==> config.mk <==
export PLATFORM = sky130hd
export DESIGN_NAME = motor_duty_ramp_controller_top
export DESIGN_NICKNAME = d
export VERILOG_FILES = /design/src/rtl/mdrc_pkg.sv /design/src/rtl/motor_duty_ramp_controller_top.sv /design/src/rtl/mdrc_in_stage.sv /design/src/rtl/mdrc_core.sv /design/src/rtl/mdrc_out_stage.sv
export SDC_FILE = /design/constraint.sdc
export NUM_CORES = 1
export LEC_CHECK = 0
export ABC_AREA = 1
export BUFFER_PORTS_ARGS = -buffer_cell sky130_fd_sc_hd__buf_2
export CAP_MARGIN = 20
export CORE_MARGIN = 2
export CORE_UTILIZATION = 60
export CTS_BUF_LIST = sky130_fd_sc_hd__clkbuf_16
export DETAILED_ROUTE_END_ITERATION = 16
export PLACE_DENSITY = 0.85
export SLEW_MARGIN = 0
export SYNTH_ARGS = -nofsm -noshare
export SYNTH_HDL_FRONTEND = slang
export SYNTH_SLANG_ARGS = --single-unit
==> constraint.sdc <==
create_clock -name aclk -period 6 [get_ports aclk]
set_clock_uncertainty 0.1 [all_clocks]
set_input_delay 0.3 -clock aclk [delete_from_list [all_inputs] [get_ports aclk]]
set_output_delay 0.3 -clock aclk [all_outputs]
set_load 0.1 [all_outputs]
==> src/rtl/mdrc_pkg.sv <==
// Shared types and constants for the motor duty ramp controller.
`timescale 1ns / 1ps

package mdrc_pkg;

    localparam int CFG_W      = 8;
    localparam int CFG_ADDR_W = 2;
    localparam int DUTY_OUT_W = 8;
    localparam int S_DATA_W   = 8;
    localparam int S_USER_W   = 2;
    localparam int M_DATA_W   = 16;

    typedef enum logic [1:0] {
        CMD_TICK      = 2'd0,
        CMD_ACTIVATE  = 2'd1,
        CMD_PREPARE   = 2'd2,
        CMD_DIRECTION = 2'd3
    } cmd_t;

    typedef enum logic [CFG_ADDR_W-1:0] {
        CFG_ACCEL_STEP = 2'd0,
        CFG_DECEL_STEP = 2'd1,
        CFG_CEILING    = 2'd2,
        CFG_PRESET_MIN = 2'd3
    } cfg_addr_t;

    typedef struct packed {
        logic                  we;
        cfg_addr_t             addr;
        logic [CFG_W-1:0]      wdata;
    } cfg_wr_t;

    // one input word after the input register
    typedef struct packed {
        cmd_t command;
        logic flag_value;
    } event_t;

    // one result word, fields from the top down
    typedef struct packed {
        logic                  is_decelerating;
        logic                  is_accelerating;
        logic                  is_stopped;
        logic                  direction_issued;
        logic                  accepted;
        logic                  stop_issued;
        logic [DUTY_OUT_W-1:0] duty_level;
        logic                  duty_written;
    } result_t;

endpackage

==> src/rtl/motor_duty_ramp_controller_top.sv <==
// Top level of the motor duty ramp controller.
//
//  channel | direction | word contents (low bit first)
//  s_      | in        | tuser: command[1:0]; tdata: flag_value[0], zeros above
//  m_      | out       | tdata: duty_written, duty_level[8:1], stop_issued,
//          |           |        accepted, direction_issued, is_stopped,
//          |           |        is_accelerating, is_decelerating, zeros above
//  cfg_    | in        | write enable, register index, 8-bit data
//
// One word per cycle sustained while the master accepts. The accept edge loads the input
// register; the edge that updates the state and loads the result register comes once the
// result register is empty or its word is leaving, and m_tvalid rises with that load.
// aresetn is synchronous; it restores the register defaults and a stopped motor.
// A stalled master holds the result register, which backs up into the input
// register and then s_tready.
`timescale 1ns / 1ps

module motor_duty_ramp_controller_top #(
    parameter int DUTY_BITS = 8
) (
    input  logic                            aclk,
    input  logic                            aresetn,
    input  logic                            s_tvalid,
    output logic                            s_tready,
    input  logic [mdrc_pkg::S_DATA_W-1:0]   s_tdata,   // flag_value
    input  logic [mdrc_pkg::S_USER_W-1:0]   s_tuser,   // command
    output logic                            m_tvalid,
    input  logic                            m_tready,
    output logic [mdrc_pkg::M_DATA_W-1:0]   m_tdata,   // see table above
    input  logic                            cfg_we,
    input  logic [mdrc_pkg::CFG_ADDR_W-1:0] cfg_addr,
    input  logic [mdrc_pkg::CFG_W-1:0]      cfg_wdata
);
    import mdrc_pkg::*;

    event_t  s_event, ev;
    cfg_wr_t cfg;
    result_t res, m_res;
    logic    ev_valid, can_load, fire;

    assign s_event.command    = cmd_t'(s_tuser);
    assign s_event.flag_value = s_tdata[0];

    assign cfg.we    = cfg_we;
    assign cfg.addr  = cfg_addr_t'(cfg_addr);
    assign cfg.wdata = cfg_wdata;

    assign fire = ev_valid && can_load;

    mdrc_in_stage u_in (
        .aclk     (aclk),
        .aresetn  (aresetn),
        .s_valid  (s_tvalid),
        .s_ready  (s_tready),
        .s_event  (s_event),
        .ev_valid (ev_valid),
        .ev       (ev),
        .ev_take  (fire)
    );

    mdrc_core #(
        .DUTY_BITS (DUTY_BITS)
    ) u_core (
        .aclk    (aclk),
        .aresetn (aresetn),
        .cfg     (cfg),
        .fire    (fire),
        .ev      (ev),
        .res     (res)
    );

    mdrc_out_stage u_out (
        .aclk     (aclk),
        .aresetn  (aresetn),
        .load     (fire),
        .res      (res),
        .can_load (can_load),
        .m_valid  (m_tvalid),
        .m_ready  (m_tready),
        .m_res    (m_res)
    );

    assign m_tdata = {{(M_DATA_W - $bits(result_t)){1'b0}}, m_res};

endmodule

==> src/rtl/mdrc_in_stage.sv <==
// Input register for event words.
`timescale 1ns / 1ps

module mdrc_in_stage (
    input  logic            aclk,
    input  logic            aresetn,
    input  logic            s_valid,
    output logic            s_ready,
    input  mdrc_pkg::event_t s_event,
    output logic            ev_valid,
    output mdrc_pkg::event_t ev,
    input  logic            ev_take
);
    import mdrc_pkg::*;

    logic   valid_reg, valid_next;
    event_t ev_reg;
    logic   load;

    assign s_ready    = !valid_reg || ev_take;
    assign load       = s_valid && s_ready;
    assign valid_next = load ? 1'b1 : (ev_take ? 1'b0 : valid_reg);

    always_ff @(posedge aclk) begin
        if (!aresetn) begin
            valid_reg <= 1'b0;
        end else begin
            valid_reg <= valid_next;
        end
        if (load) begin
            ev_reg <= s_event;
        end
    end

    assign ev_valid = valid_reg;
    assign ev       = ev_reg;

endmodule

==> src/rtl/mdrc_core.sv <==
// Ramp state, configuration registers and next-state logic for one event.
`timescale 1ns / 1ps

module mdrc_core #(
    parameter int DUTY_BITS = 8
) (
    input  logic              aclk,
    input  logic              aresetn,
    input  mdrc_pkg::cfg_wr_t cfg,
    input  logic              fire,
    input  mdrc_pkg::event_t  ev,
    output mdrc_pkg::result_t res
);
    import mdrc_pkg::*;

    localparam int W = ((DUTY_BITS > CFG_W) ? DUTY_BITS : CFG_W) + 1;
    localparam logic [DUTY_BITS-1:0] DUTY_MAX = '1;
    localparam logic [W-1:0] DUTY_MAX_W = {{(W-DUTY_BITS){1'b0}}, DUTY_MAX};
    localparam logic [W-1:0] FLOOR_W = W'(1);

    logic [CFG_W-1:0] accel_step_reg, decel_step_reg, ceiling_reg, preset_reg;

    logic [DUTY_BITS-1:0] duty_reg, duty_next;
    logic stopped_reg, stopped_next;
    logic active_reg, active_next;
    logic accel_reg, accel_next;
    logic decel_reg, decel_next;
    logic dir_reg, dir_next;

    logic [W-1:0] cur_w, sum_w, ceil_w, lim_w, acc_val, dec_val, pre_w, pre_clip, duty_ext;
    logic acc_ramp, dec_ramp;
    logic wrote, stop_now, acc_ok, dir_now;

    always_comb begin
        cur_w    = W'(duty_reg);
        sum_w    = cur_w + W'(accel_step_reg);
        ceil_w   = W'(ceiling_reg);
        acc_ramp = sum_w < ceil_w;
        acc_val  = acc_ramp ? sum_w : ceil_w;
        if (acc_val > DUTY_MAX_W) begin
            acc_val = DUTY_MAX_W;
        end
        // decrement keeps the ramp only while the result stays above the floor
        lim_w    = W'(decel_step_reg) + W'(2);
        dec_ramp = cur_w >= lim_w;
        dec_val  = dec_ramp ? (cur_w - W'(decel_step_reg)) : FLOOR_W;
        pre_w    = W'(preset_reg);
        pre_clip = (pre_w > DUTY_MAX_W) ? DUTY_MAX_W : pre_w;
    end

    always_comb begin
        duty_next    = duty_reg;
        stopped_next = stopped_reg;
        active_next  = active_reg;
        accel_next   = accel_reg;
        decel_next   = decel_reg;
        dir_next     = dir_reg;
        wrote        = 1'b0;
        stop_now     = 1'b0;
        acc_ok       = 1'b1;
        dir_now      = 1'b0;
        case (ev.command)
            CMD_TICK: begin
                if (!stopped_reg) begin
                    if (active_reg) begin
                        if (accel_reg) begin
                            duty_next = acc_val[DUTY_BITS-1:0];
                            wrote     = 1'b1;
                        end
                        accel_next = acc_ramp;
                    end else begin
                        if (decel_reg) begin
                            duty_next = dec_val[DUTY_BITS-1:0];
                            wrote     = 1'b1;
                        end
                        decel_next = dec_ramp;
                        if (!dec_ramp) begin
                            stopped_next = 1'b1;
                            stop_now     = 1'b1;
                            accel_next   = 1'b0;
                            decel_next   = 1'b0;
                        end
                    end
                end
            end
            CMD_ACTIVATE: begin
                active_next = ev.flag_value;
                if (ev.flag_value) begin
                    stopped_next = 1'b0;
                end
            end
            CMD_PREPARE: begin
                if (accel_reg || decel_reg) begin
                    acc_ok = 1'b0;
                end else begin
                    duty_next = pre_clip[DUTY_BITS-1:0];
                    wrote     = 1'b1;
                end
            end
            CMD_DIRECTION: begin
                if (stopped_reg) begin
                    dir_next = ev.flag_value;
                    dir_now  = 1'b1;
                end else begin
                    acc_ok = (dir_reg == ev.flag_value);
                end
            end
            default: begin
                acc_ok = 1'b1;
            end
        endcase
    end

    always_comb begin
        duty_ext             = W'(duty_next);
        res.duty_written     = wrote;
        res.duty_level       = duty_ext[DUTY_OUT_W-1:0];
        res.stop_issued      = stop_now;
        res.accepted         = acc_ok;
        res.direction_issued = dir_now;
        res.is_stopped       = stopped_next;
        res.is_accelerating  = accel_next;
        res.is_decelerating  = decel_next;
    end

    always_ff @(posedge aclk) begin
        if (!aresetn) begin
            accel_step_reg <= CFG_W'(1);
            decel_step_reg <= CFG_W'(1);
            ceiling_reg    <= CFG_W'(255);
            preset_reg     <= CFG_W'(1);
            duty_reg       <= DUTY_BITS'(1);
            stopped_reg    <= 1'b1;
            active_reg     <= 1'b0;
            accel_reg      <= 1'b0;
            decel_reg      <= 1'b0;
            dir_reg        <= 1'b0;
        end else begin
            if (cfg.we) begin
                case (cfg.addr)
                    CFG_ACCEL_STEP: accel_step_reg <= cfg.wdata;
                    CFG_DECEL_STEP: decel_step_reg <= cfg.wdata;
                    CFG_CEILING:    ceiling_reg    <= cfg.wdata;
                    CFG_PRESET_MIN: preset_reg     <= cfg.wdata;
                    default:        ceiling_reg    <= ceiling_reg;
                endcase
            end
            if (fire) begin
                duty_reg    <= duty_next;
                stopped_reg <= stopped_next;
                active_reg  <= active_next;
                accel_reg   <= accel_next;
                decel_reg   <= decel_next;
                dir_reg     <= dir_next;
            end
        end
    end

endmodule

==> src/rtl/mdrc_out_stage.sv <==
// Result register on the master side.
`timescale 1ns / 1ps

module mdrc_out_stage (
    input  logic               aclk,
    input  logic               aresetn,
    input  logic               load,
    input  mdrc_pkg::result_t  res,
    output logic               can_load,
    output logic               m_valid,
    input  logic               m_ready,
    output mdrc_pkg::result_t  m_res
);
    import mdrc_pkg::*;

    logic    valid_reg, valid_next;
    result_t res_reg;

    assign can_load   = !valid_reg || m_ready;
    assign valid_next = load ? 1'b1 : (m_ready ? 1'b0 : valid_reg);

    always_ff @(posedge aclk) begin
        if (!aresetn) begin
            valid_reg <= 1'b0;
        end else begin
            valid_reg <= valid_next;
        end
        if (load) begin
            res_reg <= res;
        end
    end

    assign m_valid = valid_reg;
    assign m_res   = res_reg;

endmodule

==> summary.md <==
| Metric | Value |
|---|---|
| Multi-input gate area | approximately 2200 um^2 |
| Switching Fraction | a little under a third |
| WS Path Type | register to register |
| ANT nets after route | 0 |
| Clk Latency, worst-skew pair | roughly 0.34 ns |
| CP arrival | 3.81 ns |
| Tmin final | around 3.7 ns |
| Reg power frac | 36.2% |
| Slew @ Worst Pin | a little over 0.9 ns |
| Synth async-reset ratio | 0% |
| Commonest non-fill, non-tap cell in the layout | nand2_1 |
| Synth Instances | roughly 540 |
| CTS tree | built |
| Dpl hpwl | 7597 um |
| Crit-path slowest cell | dfxtp_1 |
| Crit end category | register |
| Max clock buf depth | 2 |
| Main flop type after synthesis | dfxtp_1 |
| Core ar. | roughly 6500 um^2 |
| Initial antenna violation count | 0 |
| GPL Wtd Cong | 0.9649 |
| Pre-Repair DR Iteration Count | 6 |
| Tcrit/Tclk final | just over 60% |
| RSZ-0062 raised after global routing | no |
| First-pass GRT wire length | ~17,000 um |
| Vias in the first global route | 3,625 |
| Min-Delay Path Class | input pin to register |
| Worst endpoint required time | 6.13 ns |
| Wire length per cell | 16.20 um |
| Syn nets | between 600 and 700 |
| H-tree levels | 3 |
| Post_cts resized | 0 |
| Setup tns final | 0 ns |
| Area Overhead vs Synth | 13.56% |
| Seq/Total Area, Yosys | between 30% and 40% |
| Row cnt | 29 |
| I/O pins | 43 |
| Peak VDD IR | roughly 0.22 mV |
| Slowest stage delay, CP | between 0.4 and 0.5 ns |
| Combinational power share | approximately 20% |
| Postcts setup bufs | 0 |
| Max reg flops | 15 |
| Area of the die | 7443 um^2 |
| Clk pwr share | between 40% and 50% |
| Max-Cap Viols | 0 |
| Filler cells | 511 |
| Max Fanout on Critical Path | 12 |
| Clock sink count | 65 |
| CTS root buf | clkbuf_16 |
| Initial core utilization | a little over three fifths |
| Total design power | ~1.4 mW |
| Slew HR | 37.54% |
| Leak Pwr | around 2.2 nW |
| Register bit total from synthesis | 65 |
| Post-synthesis cell area | between 4000 and 5000 um^2 |
| Post-layout nets | 633 |
| Total Wirelength | ~11,000 um |
| Largest delay contributor family on the critical path | simple AND/OR/NAND/NOR gates |
| Unique masters post-synth | between 40 and 50 |
| Mean area per synthesized cell | 7.466 um^2 |
| CTS Buf Count | 9 |
| Largest net degree at the start of global routing | 36 |
| PortBufs | 34 |
| Power density cells | 301.5 nW/um^2 |
| Avg Vias per Cell | approximately 5.9 |
| FF+latch area | approximately 1500 um^2 |
| Pint | around 0.97 mW |
| Crit-path cells | inv_1 -> fa_1 -> nand3b_1 -> nand2_2 -> a31oi_1 -> xor2_1 -> inv_1 -> ha_1 -> a21oi_1 -> o2111ai_2 -> nor2_4 -> nand2_4 -> nand2_1 -> nand3_1 -> nand3_1 -> nand2_1 -> nand2_1 -> nand4_1 -> nand2_1 -> inv_1 |
| Synth warnings | 0 |
| Final Hold Vio Count | 0 |
| Chip Width | around 86 um |
| Congestion Overflow GR | 0 |
| Clk slew on worst S/H paths | around 0.06 ns |
| Critical Path Source Type | register |
| # setup viols final | 0 |
| Most frequent cells in the layout | 107 x nand2_1, 80 x inv_1, 47 x dfxtp_1 |
| Most common cell type on the critical path | nand2_1 |
| DR DRC count | 0 |
| Worst path bufs/invs | 3 |
| Total net switching power | 0.4193 mW |
| Die Y | ~86 um |
| Layout cell share with drive strength beyond 1 | approximately an eighth |
| FMAX | approximately 0.27 GHz |
| # diodes | 0 |
| Total GRT Usage | 30.02% |
| Final max-slew violation count | 0 |
| Vias post-DR | between 3,000 and 4,000 |
| Status | finished, final reports clean |
| DRT iter0 DRCs | 395 |
| Post-CTS Hold Fix Bufs | 0 |
| Post-synth EDFFs | 18 |
==> synthesized netlist by cell type, drive strengths merged, types with 2 or more instances <==
library cell  count  share of area (%)
a21o              2               0.37
nand3            35                4.6
nand4             7                1.4
o2111ai           2               0.59
o311ai            3               0.65
o211ai            9                1.7
clkbuf           11                1.0
ha               30                9.2
inv              80                7.4
nand2           113                 11
dfxtp            47                 23
or2               2               0.31
a31oi             3               0.46
xnor2             8                1.7
clkinv            3               0.28
nor3b             2               0.37
o21ai            54                6.7
o22ai             2               0.31
xor2              6                1.3
a21oi            47                6.2
o21a              3               0.55
nor3              7               0.86
edfxtp           18                 13
fa                2               0.99
buf               3               0.59
nor2             39                4.1
nand3b            3               0.55
==> layer usage <==
layer	global-route usage [%]	part of all wire (%)
met3	4.476	6.5
met5	0	0
met1	38.12	43
met4	16.19	4.7
met2	49.40	46
==> per-stage QoR <==
stage / setup slack, ns / std cells / utilization, % / hold WS, ns / instance area (um^2)
final: 2.317 / 658 / 71.41 / 0.03678 / 4612
after detailed placement: 2.395 / 642 / 66.12 / 0.3531 / 4270
after global placement: 2.457 / 642 / 66.12 / 0.3467 / 4270
after CTS: 2.337 / 658 / 71.41 / 0.04368 / 4612
after floorplan: 2.793 / 544 / - / 0.2989 / 4061
after global routing: 1.974 / 658 / 71.41 / 0.04670 / 4612
==> cells by family (layout without fill, tap and decap cells) <==
logic type	after synthesis	count (layout)	share of synthesized area [%]
flops	65	65	36.48
other cells	1	1	0.09233
compound gates	126	126	17.68
fa+ha+maj	32	32	10.23
xor+xnor	14	14	3.019
buf+inv	97	134	9.273
simple gates	209	209	23.23
==> worst paths after layout <==
path	from	end	slack, ns	cells after the start
hold / removal	s_tuser[0]	u_in.ev[1]	0.04	1
hold reg to reg	u_core.preset_reg[7]	u_core.preset_reg[7]	0.36	2
setup reg to reg	u_core.duty_reg[1]	u_core.duty_reg[7]	2.32	20
setup / recovery	u_core.duty_reg[1]	u_core.duty_reg[7]	2.32	20
==> power groups by stage <==
stage                     combinational, mW  clock, mW  sequential (mW)
final                                 0.286      0.601            0.503
after global routing                  0.315      0.622            0.505
after detailed placement              0.278          0            0.510
after global placement                0.269          0            0.509
after floorplan                       0.179          0            0.544
after CTS                             0.283      0.600            0.502
==> cell type report <==
type                       count  share of cell area, %
tap                           77                  2.089
inverter                      83                  6.755
clock buffer                   9                  4.883
multi-input combinational    382                  47.78
timing repair buffer          35                  3.852
sequential                    65                  32.12
clock inverter                 7                  2.523
No activity file was read; power rests on OpenSTA's default activity.
